[src/hw/rtl/tcw_pkg.sv]
`timescale 1ns / 1ps

package tcw_pkg;

	localparam int MAX_COLS    = 128;
	localparam int MAX_ROWS    = 32;
	localparam int STORE_CELLS = MAX_COLS * MAX_ROWS;
	localparam int ADDR_W      = $clog2(STORE_CELLS);
	localparam int CELL_W      = 16;
	localparam int COL_W       = 7;
	localparam int ROW_W       = 5;
	localparam int WREG_W      = 8;
	localparam int HREG_W      = 6;
	localparam int CODE_W      = 8;
	localparam int CMD_W       = 2;
	localparam int CFG_IDX_W   = 1;
	localparam int CFG_DATA_W  = 8;

	localparam logic [CELL_W-1:0] BLANK_CELL   = 16'h0720;
	localparam logic [7:0]        TEXT_ATTR    = 8'h07;
	localparam logic [7:0]        NEWLINE_CODE = 8'h0A;

	typedef enum logic [CMD_W-1:0] {
		CMD_PUT   = 2'd0,
		CMD_BACK  = 2'd1,
		CMD_CLEAR = 2'd2,
		CMD_READ  = 2'd3
	} tcw_cmd_t;

	typedef enum logic [CFG_IDX_W-1:0] {
		REG_WIDTH  = 1'b0,
		REG_HEIGHT = 1'b1
	} tcw_reg_t;

	typedef enum logic [2:0] {
		ST_INIT,
		ST_IDLE,
		ST_COPY,
		ST_BLANK,
		ST_DONE
	} tcw_state_t;

	typedef struct packed {
		logic [WREG_W-1:0] w;
		logic [HREG_W-1:0] h;
		logic [ADDR_W-1:0] base;
		logic [ADDR_W-1:0] last;
	} tcw_geom_t;

	typedef struct packed {
		logic [COL_W-1:0] col;
		logic [ROW_W-1:0] row;
		logic [7:0]       rchar;
		logic [7:0]       rattr;
		logic             scrolled;
	} tcw_res_t;

endpackage

[src/hw/rtl/tcw_ctrl.sv]
`timescale 1ns / 1ps

module tcw_ctrl import tcw_pkg::*; (
	input  logic              clk,
	input  logic              arst_n,
	input  tcw_geom_t         geom,
	input  logic              cmd_valid,
	output logic              cmd_ready,
	input  logic [CMD_W-1:0]  cmd,
	input  logic [CODE_W-1:0] char_code,
	input  logic [ADDR_W-1:0] cell_index,
	output logic              done_valid,
	input  logic              take,
	output tcw_res_t          res,
	output logic              mem_we,
	output logic [ADDR_W-1:0] mem_waddr,
	output logic [CELL_W-1:0] mem_wdata,
	output logic              mem_re,
	output logic [ADDR_W-1:0] mem_raddr,
	input  logic [CELL_W-1:0] mem_rdata
);

	tcw_state_t        st_q, st_d;
	logic [ADDR_W-1:0] ptr_q;
	logic [COL_W-1:0]  col_q;
	logic [ROW_W-1:0]  row_q;
	tcw_cmd_t          cmd_q;
	logic              scr_q;
	logic              copy_v_s1;
	logic [ADDR_W-1:0] copy_addr_s1;

	logic              accept;
	logic              issue;
	logic [COL_W:0]    col_inc;
	logic [ROW_W:0]    row_inc;
	logic [COL_W-1:0]  col_n;
	logic [ROW_W:0]    row_n;
	logic              need_scroll;
	logic [ROW_W-1:0]  row_last;
	logic [ADDR_W:0]   row_base;
	logic [ADDR_W-1:0] cur_addr;

	assign accept = cmd_valid && cmd_ready;
	assign issue  = (ptr_q != geom.base);

	assign row_base = (ADDR_W+1)'(row_q * geom.w);
	assign cur_addr = ADDR_W'(row_base + {{(ADDR_W+1-COL_W){1'b0}}, col_q});
	assign col_inc  = {1'b0, col_q} + 1'b1;
	assign row_inc  = {1'b0, row_q} + 1'b1;
	assign row_last = ROW_W'(geom.h - 1'b1);

	always_comb begin
		col_n = col_q;
		row_n = {1'b0, row_q};
		if (char_code == NEWLINE_CODE) begin
			col_n = '0;
			row_n = row_inc;
		end else if (col_inc >= geom.w) begin
			col_n = '0;
			row_n = row_inc;
		end else begin
			col_n = col_inc[COL_W-1:0];
		end
	end

	assign need_scroll = (row_n >= geom.h);

	// next state
	always_comb begin
		st_d = st_q;
		unique case (st_q)
			ST_INIT:  if (ptr_q == {ADDR_W{1'b1}}) st_d = ST_IDLE;
			ST_IDLE: begin
				if (accept) begin
					unique case (tcw_cmd_t'(cmd))
						CMD_PUT:   st_d = need_scroll ? ST_COPY : ST_DONE;
						CMD_CLEAR: st_d = ST_BLANK;
						CMD_BACK,
						CMD_READ:  st_d = ST_DONE;
					endcase
				end
			end
			ST_COPY:  if (!issue && !copy_v_s1) st_d = ST_BLANK;
			ST_BLANK: if (ptr_q == geom.last) st_d = ST_DONE;
			ST_DONE:  if (take) st_d = ST_IDLE;
			default:  st_d = ST_INIT;
		endcase
	end

	// outputs
	always_comb begin
		cmd_ready  = 1'b0;
		done_valid = 1'b0;
		mem_we     = 1'b0;
		mem_waddr  = ptr_q;
		mem_wdata  = BLANK_CELL;
		mem_re     = 1'b0;
		mem_raddr  = cell_index;
		unique case (st_q)
			ST_INIT: begin
				mem_we = 1'b1;
			end
			ST_IDLE: begin
				cmd_ready = 1'b1;
				mem_we    = accept && (tcw_cmd_t'(cmd) == CMD_PUT) &&
					(char_code != NEWLINE_CODE);
				mem_waddr = cur_addr;
				mem_wdata = {TEXT_ATTR, char_code};
				mem_re    = accept && (tcw_cmd_t'(cmd) == CMD_READ);
			end
			ST_COPY: begin
				mem_re    = issue;
				mem_raddr = ptr_q + ADDR_W'(geom.w);
				mem_we    = copy_v_s1;
				mem_waddr = copy_addr_s1;
				mem_wdata = mem_rdata;
			end
			ST_BLANK: begin
				mem_we = 1'b1;
			end
			ST_DONE: begin
				done_valid = 1'b1;
			end
			default: ;
		endcase
	end

	always_comb begin
		res.col      = col_q;
		res.row      = row_q;
		res.scrolled = scr_q;
		res.rchar    = (cmd_q == CMD_READ) ? mem_rdata[7:0]  : 8'h00;
		res.rattr    = (cmd_q == CMD_READ) ? mem_rdata[15:8] : 8'h00;
	end

	always_ff @(posedge clk or negedge arst_n) begin
		if (!arst_n) begin
			st_q         <= ST_INIT;
			ptr_q        <= '0;
			col_q        <= '0;
			row_q        <= '0;
			cmd_q        <= CMD_PUT;
			scr_q        <= 1'b0;
			copy_v_s1    <= 1'b0;
			copy_addr_s1 <= '0;
		end else begin
			st_q      <= st_d;
			copy_v_s1 <= (st_q == ST_COPY) && issue;
			unique case (st_q)
				ST_INIT:  ptr_q <= ptr_q + 1'b1;
				ST_IDLE: begin
					ptr_q <= '0;
					if (accept) begin
						cmd_q <= tcw_cmd_t'(cmd);
						scr_q <= (tcw_cmd_t'(cmd) == CMD_PUT) && need_scroll;
						unique case (tcw_cmd_t'(cmd))
							CMD_PUT: begin
								col_q <= col_n;
								if (need_scroll) begin
									row_q <= row_last;
								end else begin
									row_q <= row_n[ROW_W-1:0];
								end
							end
							CMD_BACK: if (col_q != '0) col_q <= col_q - 1'b1;
							CMD_CLEAR: begin
								col_q <= '0;
								row_q <= '0;
							end
							CMD_READ: ;
						endcase
					end
				end
				ST_COPY: begin
					copy_addr_s1 <= ptr_q;
					if (issue) ptr_q <= ptr_q + 1'b1;
				end
				ST_BLANK: ptr_q <= ptr_q + 1'b1;
				ST_DONE: ;
				default: ;
			endcase
		end
	end

	a_copy_order: assert property (@(posedge clk) disable iff (!arst_n)
		copy_v_s1 |-> (copy_addr_s1 < ptr_q))
		else $error("copy write not behind read");

	a_blank_range: assert property (@(posedge clk) disable iff (!arst_n)
		(st_q == ST_BLANK) |-> (ptr_q <= geom.last))
		else $error("blank pointer past screen area");

	a_idle_write: assert property (@(posedge clk) disable iff (!arst_n)
		(st_q == ST_IDLE && mem_we) |-> accept)
		else $error("store written without a transfer");

	a_done_release: assert property (@(posedge clk) disable iff (!arst_n)
		(st_q == ST_DONE && take) |=> (st_q == ST_IDLE))
		else $error("result taken but engine not idle");

	a_copy_to_blank: assert property (@(posedge clk) disable iff (!arst_n)
		(st_q == ST_COPY && st_d == ST_BLANK) |-> (ptr_q == geom.base))
		else $error("scroll copy ended early");

endmodule

[config.mk]
export PLATFORM = sky130hd
export DESIGN_NAME = tcw_ctrl
export DESIGN_NICKNAME = d
export VERILOG_FILES = /design/src/hw/rtl/tcw_pkg.sv /design/src/hw/rtl/tcw_ctrl.sv
export SDC_FILE = /design/constraint.sdc
export NUM_CORES = 1
export LEC_CHECK = 0
export BUFFER_PORTS_ARGS = -buffer_cell sky130_fd_sc_hd__buf_4
export CELL_PAD_IN_SITES_DETAIL_PLACEMENT = 2
export CELL_PAD_IN_SITES_GLOBAL_PLACEMENT = 2
export CORE_MARGIN = 3
export CORE_UTILIZATION = 30
export DETAILED_ROUTE_END_ITERATION = 12
export PLACE_DENSITY_LB_ADDON = 0.3
export SYNTH_ARGS = -nofsm -noshare
export SYNTH_HDL_FRONTEND = slang
export SYNTH_SLANG_ARGS = --single-unit
[constraint.sdc]
create_clock -name clk -period 5.46 [get_ports clk]
set_input_delay 0.546 -clock clk [delete_from_list [all_inputs] [get_ports clk]]
set_output_delay 0.546 -clock clk [all_outputs]
set_load 0.005 [all_outputs]
### Word level (Yosys, flattened, before mapping)

Index checks and enable logic that the tools add are counted.

* equal/unequal tests: 20
* reduce and logical (&&, ||, !) cells: 22
* muxes and demuxes: 27
* magnitude comparators: 2
* multiply operators: 1
* $add $sub $neg: 7

Operators with widths (count)
* $pmux 12 s3: 1
* $pmux 16 s2: 1
* $mux 12: 2
* $pmux 12 s2: 1
* $mux 7: 3
* $pmux 7 s3: 1
* $mux 3: 6
* $mux 8: 2
* $pmux 3 s5: 1
* $ne 2x2->1 const B: 7
* $add 12x1->12 const B: 1
* $add 12x7->12: 1
* $add 12x8->12: 1
* $eq 12x12->1: 1
* $eq 12x12->1 const B: 1
* $mul 5x8->12: 1
* $mux 6: 2
* $ne 12x12->1: 1
* $pmux 5 s2: 1
* $pmux 3 s3: 1
* $add 7x1->8 const B: 1
* $eq 8x4->1 const B: 1
* $ge 8x8->1: 1
* $ne 8x4->1 const B: 1
* 25 further kinds: 39

* output and inout port bits: 73
* flip-flop bits (word level): 43
* input bits: 80

### Longest topological paths before layout

Gate-level depths: netlist of the first run.

* word-level depth: 9
* gate-level depth with buffers: 19
* gate-level depth less buffers: 18

### Least setup slack after synthesis of the first run

No wires, ideal clock.

* kind: flip-flop to output port
* from: register row_q[2]
* to: output port mem_waddr[11]
* required time: 4.914 ns
* arrival: 3.836 ns
* path buffers: 1
* setup slack: 1.078 ns
* cell stages (with the launch flop): 14
* cells stage by stage: dfrtp_1 > clkbuf_1 > nand2_1 > fa_1 > fa_1 > fa_1 > inv_1 > ha_1 > o21ai_0 > o21ai_0 > a2111o_1 > a31oi_1 > xnor2_1 > o21ai_0

* cells in the longest elaborated chain, start to end: 3

Ends and longest elaborated chain
* start: declaration: RTL line tcw_ctrl.sv:26 `logic [ROW_W-1:0] row_q;`
* start signal: assignment: RTL line tcw_ctrl.sv:160 `row_q <= row_last;`
* start signal: assignment: RTL line tcw_ctrl.sv:162 `row_q <= row_n[ROW_W-1:0];`
* $mul 5x8->12: RTL line tcw_ctrl.sv:46 `assign row_base = (ADDR_W+1)'(row_q * geom.w);`
* $add 12x7->12: RTL line tcw_ctrl.sv:47 `assign cur_addr = ADDR_W'(row_base + {{(ADDR_W+1-COL_W){1'b0}}, col_q});`
* $pmux 12 s2: RTL line tcw_ctrl.sv:99 `unique case (st_q)`
* end: declaration: RTL line tcw_ctrl.sv:16 `output logic [ADDR_W-1:0] mem_waddr,`

No other way between the ends.

### Worst setup path in the final report of the first run

* from: register row_q[3]
* to: output port mem_waddr[11]

The elaborated chain is that of the path after synthesis.

==> impl_metrics.py, run 1 <==
metrics = {
    "status": {
        "status": "finished clean",
    },
    "finish": {
        "multi_input_area_um2": 4156,
        "fillers": 2135,
        "area_growth_pct": 28.87,
        "nNetsFinal": 1034,
        "n_antenna_cell": 0,
        "drive_above_1_share_pct": 23.60,
        "regArea_um2": 1079,
        "final_core_util_pct": 39.95,
        "final_cells": 1106,
    },
    "synthesis": {
        "synth_most_common_cell": "nand2_1",
        "netlist_instances": 733,
        "syn_area_um2": 5664,
        "syn_area_per_cell_um2": 7.727,
        "synth.top_cell.area_share_pct": 19.00,
        "yosys-top-cells-count": "nand2_1 (79), nor2_1 (75), inv_1 (66), ha_1 (53), o21ai_0 (49)",
        "synthDistinctLibCells": 64,
        "yosys-top-cells-area": "dfrtp_1 (19%), ha_1 (12%), fa_1 (8.8%)",
        "synthFlopType": "dfrtp_1",
        "yosysTopAreaCell": "dfrtp_1",
        "seq_area_frac_synth_pct": 19.00,
        "synthArstFlopShare_pct": 100.0,
        "synth_edf_count": 0,
        "ys_seq_elements": 43,
        "ys_warn_count": 0,
        "syn_nets": 891,
    },
    "sta": {
        "slew_violations": 0,
        "setup_tns_ns": 0,
        "setup_violations": 0,
        "clock_skew_ns": 0.005378,
        "fin_crit_sh_pct": 95.04,
        "finalHoldViolations": 0,
        "min_period_ns": 5.189,
        "max_freq_mhz": 192.7,
        "finalWorstSetupSlack_ns": 0.2707,
        "rsz0062_at_grt": "no",
        "worst_pin_slew_ns": 0.9082,
        "slew_headroom_pct": 38.99,
    },
    "detailed_routing": {
        "firstDrtPassIters": 4,
        "postRouteAntennaNets": 0,
        "drc_errors": 0,
        "via_per_inst": 5.531,
        "drt-total-wl_um": 23900,
        "wl_per_cell_um": 21.61,
        "drtIter0Drc": 315,
        "vias": 6117,
    },
    "setup_path": {
        "worst_setup_path_start_kind": "flip-flop",
        "setup.worst_path.end_class": "primary output",
        "critPathMaxFanout": 7,
        "required_ns": 4.91,
        "path_class": "reg -> out",
        "critical_path_arrival_ns": 4.64,
    },
    "power": {
        "p_total_uw": 3115,
        "peakVddDrop_mv": 0.1962,
        "cellLeakagePower_uw": 0.003505,
        "pwr_density_cell_nw_per_um2": 426.7,
    },
    "die": {
        "core-area_um2": 18270,
        "die_height_um": 143.4,
        "die_w_um": 143.4,
        "start_util_pct": 31.00,
        "num_io_pins": 153,
        "dieArea_um2": 20570,
        "rows": 49,
    },
    "flow_run": {
        "maxCapViolations": 0,
    },
    "place": {
        "dp.cells": 1085,
        "pre_cts_ws_ns": 0.3640,
        "io_buffers": 152,
        "gp_congestion": 0.8201,
        "hpwl_um": 18560,
    },
    "cts": {
        "clock-sinks": 43,
        "cts_tree": "built",
        "cts_max_level": 2,
        "hold_buffers": 0,
        "numCtsBuffers": 5,
        "cts.path.max_buffers": 2,
        "clkTransAtPathRegs_ns": 0.07,
        "root_buffer": "clkbuf_16",
        "clkLatencyLatePin_ns": 0.31,
    },
    "global_route": {
        "first_global_vias": 6812,
        "grt.total_usage_pct": 22.53,
        "antenna_found_initial": 0,
        "grt_overflow_total": 0,
        "grt_max_degree": 44,
        "grt_pass1_wl_um": 37000,
    },
    "min_path": {
        "hold_path.class": "in -> async",
    },
}
==> flip-flops by register name, indices dropped and copies added, names as in the netlist <==
register	cells
cmd_q	2
copy_addr_s1	12
col_q	7
row_q	5
scr_q	1
copy_v_s1	1
ptr_q	12
st_q	3
==> critical path: stages (launching register included) <==
cell	delay [ns]
dfrtp_1	0.38
inv_1	0.27
nor2_1	0.15
fa_1	0.56
inv_1	0.07
fa_1	0.50
fa_1	0.55
inv_1	0.04
ha_1	0.32
o21ai_0	0.16
o21ai_0	0.23
a2111o_1	0.40
a31oi_1	0.22
xnor2_1	0.09
o21ai_0	0.23
buf_4	0.16
==> through the flow <==
| stage | instance area [um^2] | hold WS, ns |
|---|---|---|
| finish | 7300 | 0.2499 |
| detailed placement | 6994 | 0.4741 |
| CTS | 7183 | 0.2801 |
| global placement | 6994 | 0.4591 |
| global route | 7300 | 0.2995 |
| floorplan | 5664 | 0.2504 |
==> per-layer routing <==
layer / track usage (%) / vias to the layer above / routed length [um]
met2: 41.32 / 150 / 12500
li1: - / 2820 / -
met4: 4.757 / 0 / 378
met5: 0 / - / 0
met1: 27.92 / 3124 / 10050
met3: 3.461 / 23 / 978
==> power by group <==
part | switching (uW) | leakage [uW] | total (uW) | internal, uW
Sequential | 224 | 0.000568 | 621 | 396
Clock | 148 | 0.0000911 | 411 | 263
Combinational | 1160 | 0.00285 | 2080 | 921
==> logic make-up after synthesis <==
| group | share of synthesized area [%] |
|---|---|
| AND/OR/NAND/NOR | 24.30 |
| AO/OA/AOI/OAI | 19.20 |
| buffers and inverters | 7.753 |
| adder cells (fa/ha/maj) | 20.54 |
| XOR/XNOR | 8.659 |
| flip-flops | 19.00 |
| multiplexers | 0.5522 |
==> final timing paths <==
kind,from,to,slack (ns),depth (start not counted)
max,row_q[3],mem_waddr[11],0.27,15
min,arst_n,copy_addr_s1[7],0.25,1
max reg2reg,col_q[0],row_q[3],0.43,17
min reg2reg,copy_addr_s1[0],copy_addr_s1[0],0.48,2
max in group asynchronous,arst_n,row_q[1],4.74,1
min in group clk,copy_addr_s1[0],copy_addr_s1[0],0.48,2
==> repair_timing <==
item,4_1_cts,5_1_grt
setup endpoints to repair,0,1
buffers inserted,0,13
gates resized for setup,0,7
==> placed cells by master, fill, tap and decap left out, types with 25 or more instances in the layout <==
cell,instances
fa_1,25
dfrtp_1,41
xnor2_1,41
nand2_1,79
nor3_1,28
and3_1,25
nor2_1,74
buf_4,175
ha_1,53
inv_1,65
o21ai_0,49
==> area by class of cell <==
| type | count | area share [%] |
|---|---|---|
| clock buffers | 6 | 1.766 |
| inverters | 70 | 3.771 |
| well taps | 229 | 3.925 |
| flip-flops and latches | 43 | 14.78 |
| repair buffers | 175 | 18.00 |
| clock inverters | 2 | 0.8228 |
| multi-input cells | 581 | 56.94 |
No activity file was read; power rests on OpenSTA's default activity.
==> inputs of run 2 (changes only) <==
--- a/config.mk
+++ b/config.mk
@@ -5,7 +5,7 @@
 export SDC_FILE = /design/constraint.sdc
 export NUM_CORES = 1
 export LEC_CHECK = 0
-export BUFFER_PORTS_ARGS = -buffer_cell sky130_fd_sc_hd__buf_4
+export BUFFER_PORTS_ARGS = -buffer_cell sky130_fd_sc_hd__buf_2
 export CELL_PAD_IN_SITES_DETAIL_PLACEMENT = 2
 export CELL_PAD_IN_SITES_GLOBAL_PLACEMENT = 2
 export CORE_MARGIN = 3
==> run 2 against run 1 <==
Die area is the same. Critical path type unchanged. Critical endpoint unchanged. First-iteration DRC count rose by 6.7%. Highest routed layer unchanged. Fmax grew 0.55%.
==> impl_metrics.py, run 2 (synthesized netlist as in run 1, its figures left out) <==
metrics = {
    "status": {
        "status": "finished clean",
    },
    "setup_path": {
        "required_ns": 4.91,
        "timing.critical_path.cells": "clkinvlp_4, nor2_1, fa_1, ha_1, inv_1, fa_1, inv_1, ha_1, a211oi_1, o21ai_0, a2111o_1, a31oi_1, xnor2_1, o21ai_0, buf_2",
        "setup.worst_path.end_class": "primary output",
        "critPathMaxFanout": 9,
        "critical_path_arrival_ns": 4.62,
        "path_class": "reg -> out",
        "rr_startpoint": "col_q[2]",
        "r2r_end": "row_q[2]",
        "cp-startpoint": "row_q[1]",
        "path_delay_family": "adder cells",
        "path_buf_inv": 4,
        "slowest_delay_ns": 0.59,
        "reg2reg_setup_slack_ns": 0.78,
        "worst_setup_path_start_kind": "flip-flop",
        "r2r_cells": 15,
        "cpMaxStageDelayCell": "fa_1",
    },
    "finish": {
        "top_regs": "copy_addr_s1 x12, ptr_q x12, col_q x7",
        "area_growth_pct": 20.19,
        "fillers": 2166,
        "nNetsFinal": 1020,
        "multi_input_area_um2": 4151,
        "n_antenna_cell": 0,
        "regArea_um2": 1077,
        "final_common_cell": "buf_2",
        "final_cells": 1092,
        "final_area_um2": 6808,
        "drive_above_1_share_pct": 22.02,
        "final_cell_mix": "buf_2 (152), nand2_1 (79), nor2_1 (74)",
        "final_core_util_pct": 37.26,
    },
    "detailed_routing": {
        "routed.top_layer": "met4",
        "postRouteAntennaNets": 0,
        "vias": 5944,
        "wl_met1_um": 9790,
        "firstDrtPassIters": 4,
        "drt-total-wl_um": 22370,
        "drc_errors": 0,
        "wl_met2_um": 11370,
        "drtIter0Drc": 336,
        "via_per_inst": 5.443,
        "met3_length_um": 942,
        "wl_per_cell_um": 20.49,
    },
    "global_route": {
        "grt_overflow_total": 0,
        "grt_pass1_wl_um": 35840,
        "grt_max_degree": 44,
        "grt.total_usage_pct": 22.03,
        "antenna_found_initial": 0,
        "first_global_vias": 6594,
    },
    "sta": {
        "slew_headroom_pct": 44.02,
        "clock_skew_ns": 0.007742,
        "setup_tns_ns": 0,
        "finalHoldViolations": 0,
        "finalWorstSetupSlack_ns": 0.2989,
        "max_freq_mhz": 193.8,
        "worst_pin_slew_ns": 0.8366,
        "fin_crit_sh_pct": 94.53,
        "rsz0062_at_grt": "no",
        "min_period_ns": 5.161,
        "slew_violations": 0,
        "setup_violations": 0,
    },
    "place": {
        "placed_area_um2": 6606,
        "hpwl_um": 18160,
        "io_buffers": 152,
        "dp.cells": 1084,
        "pre_cts_ws_ns": 0.5010,
        "gp_congestion": 0.8153,
    },
    "power": {
        "combPwrFrac_pct": 64.4,
        "switching_share_pct": 51.10,
        "p_clk_share_pct": 14.3,
        "p_sw_uw": 1477,
        "seqPwrFrac_pct": 21.3,
        "cellLeakagePower_uw": 0.003350,
        "p_int_uw": 1414,
        "peakVddDrop_mv": 0.1723,
        "pwr_density_cell_nw_per_um2": 424.7,
    },
    "cts": {
        "clock-sinks": 43,
        "clkLatencyLatePin_ns": 0.31,
        "clkTransAtPathRegs_ns": 0.07,
        "cts.path.max_buffers": 2,
        "cts_max_level": 2,
        "numCtsBuffers": 5,
        "hold_buffers": 0,
        "cts_tree": "built",
        "root_buffer": "clkbuf_16",
    },
    "die": {
        "num_io_pins": 153,
        "dieArea_um2": 20570,
        "start_util_pct": 31.00,
        "die_w_um": 143.4,
        "rows": 49,
        "core-area_um2": 18270,
        "die_height_um": 143.4,
    },
    "flow_run": {
        "maxCapViolations": 0,
    },
    "min_path": {
        "hold_path.class": "in -> async",
    },
}
-- run 2: worst max-delay path by stage --
| stage | endpoint | slack [ns] | cells after the start |
|---|---|---|---|
| final | mem_waddr[11] | 0.30 | 15 |
| after global routing | mem_waddr[11] | 0.005 | 15 |
| after CTS | mem_waddr[11] | 0.14 | 15 |
| after detailed placement | mem_waddr[11] | 0.50 | 15 |
| after global placement | mem_waddr[11] | 0.70 | 16 |
| after floorplan | mem_waddr[11] | 1.08 | 13 |
-- run 2: per-stage QoR --
stage,power [uW],hold slack [ns]
final,2891,0.3164
after global routing,3191,0.3557
after CTS,2915,0.3568
after detailed placement,2479,0.4748
after global placement,2365,0.4585
after floorplan,1757,0.2504
-- run 2: cell type report --
cell class                      count  area share (%)
Sequential cell                    43           15.82
Inverter                           70           3.988
Clock buffer                        5           1.838
Tap cell                          229           4.209
Timing Repair Buffer              161           12.17
Clock inverter                      3          0.9925
Multi-Input combinational cell    581           60.98
-- run 2: power by group through the flow --
stage               Combinational, uW  Sequential, uW  Clock [uW]
floorplan                        1280             476           0
global placement                 1760             604           0
detailed placement               1860             618           0
CTS                              1880             612         421
global route                     2110             645         437
finish                           1860             615         414
-- run 2: repair_timing --
| action | 4_1_cts | 5_1_grt |
|---|---|---|
| setup endpoints to repair | 0 | 1 |
| buffers inserted | 0 | 0 |
| resized for setup | 0 | 3 |
-- run 2: routing by layer --
metal | track usage [%] | vias to the layer above
met5 | 0 | -
met4 | 4.708 | 0
met3 | 3.561 | 12
met2 | 39.26 | 137
met1 | 28.12 | 3004
li1 | - | 2791
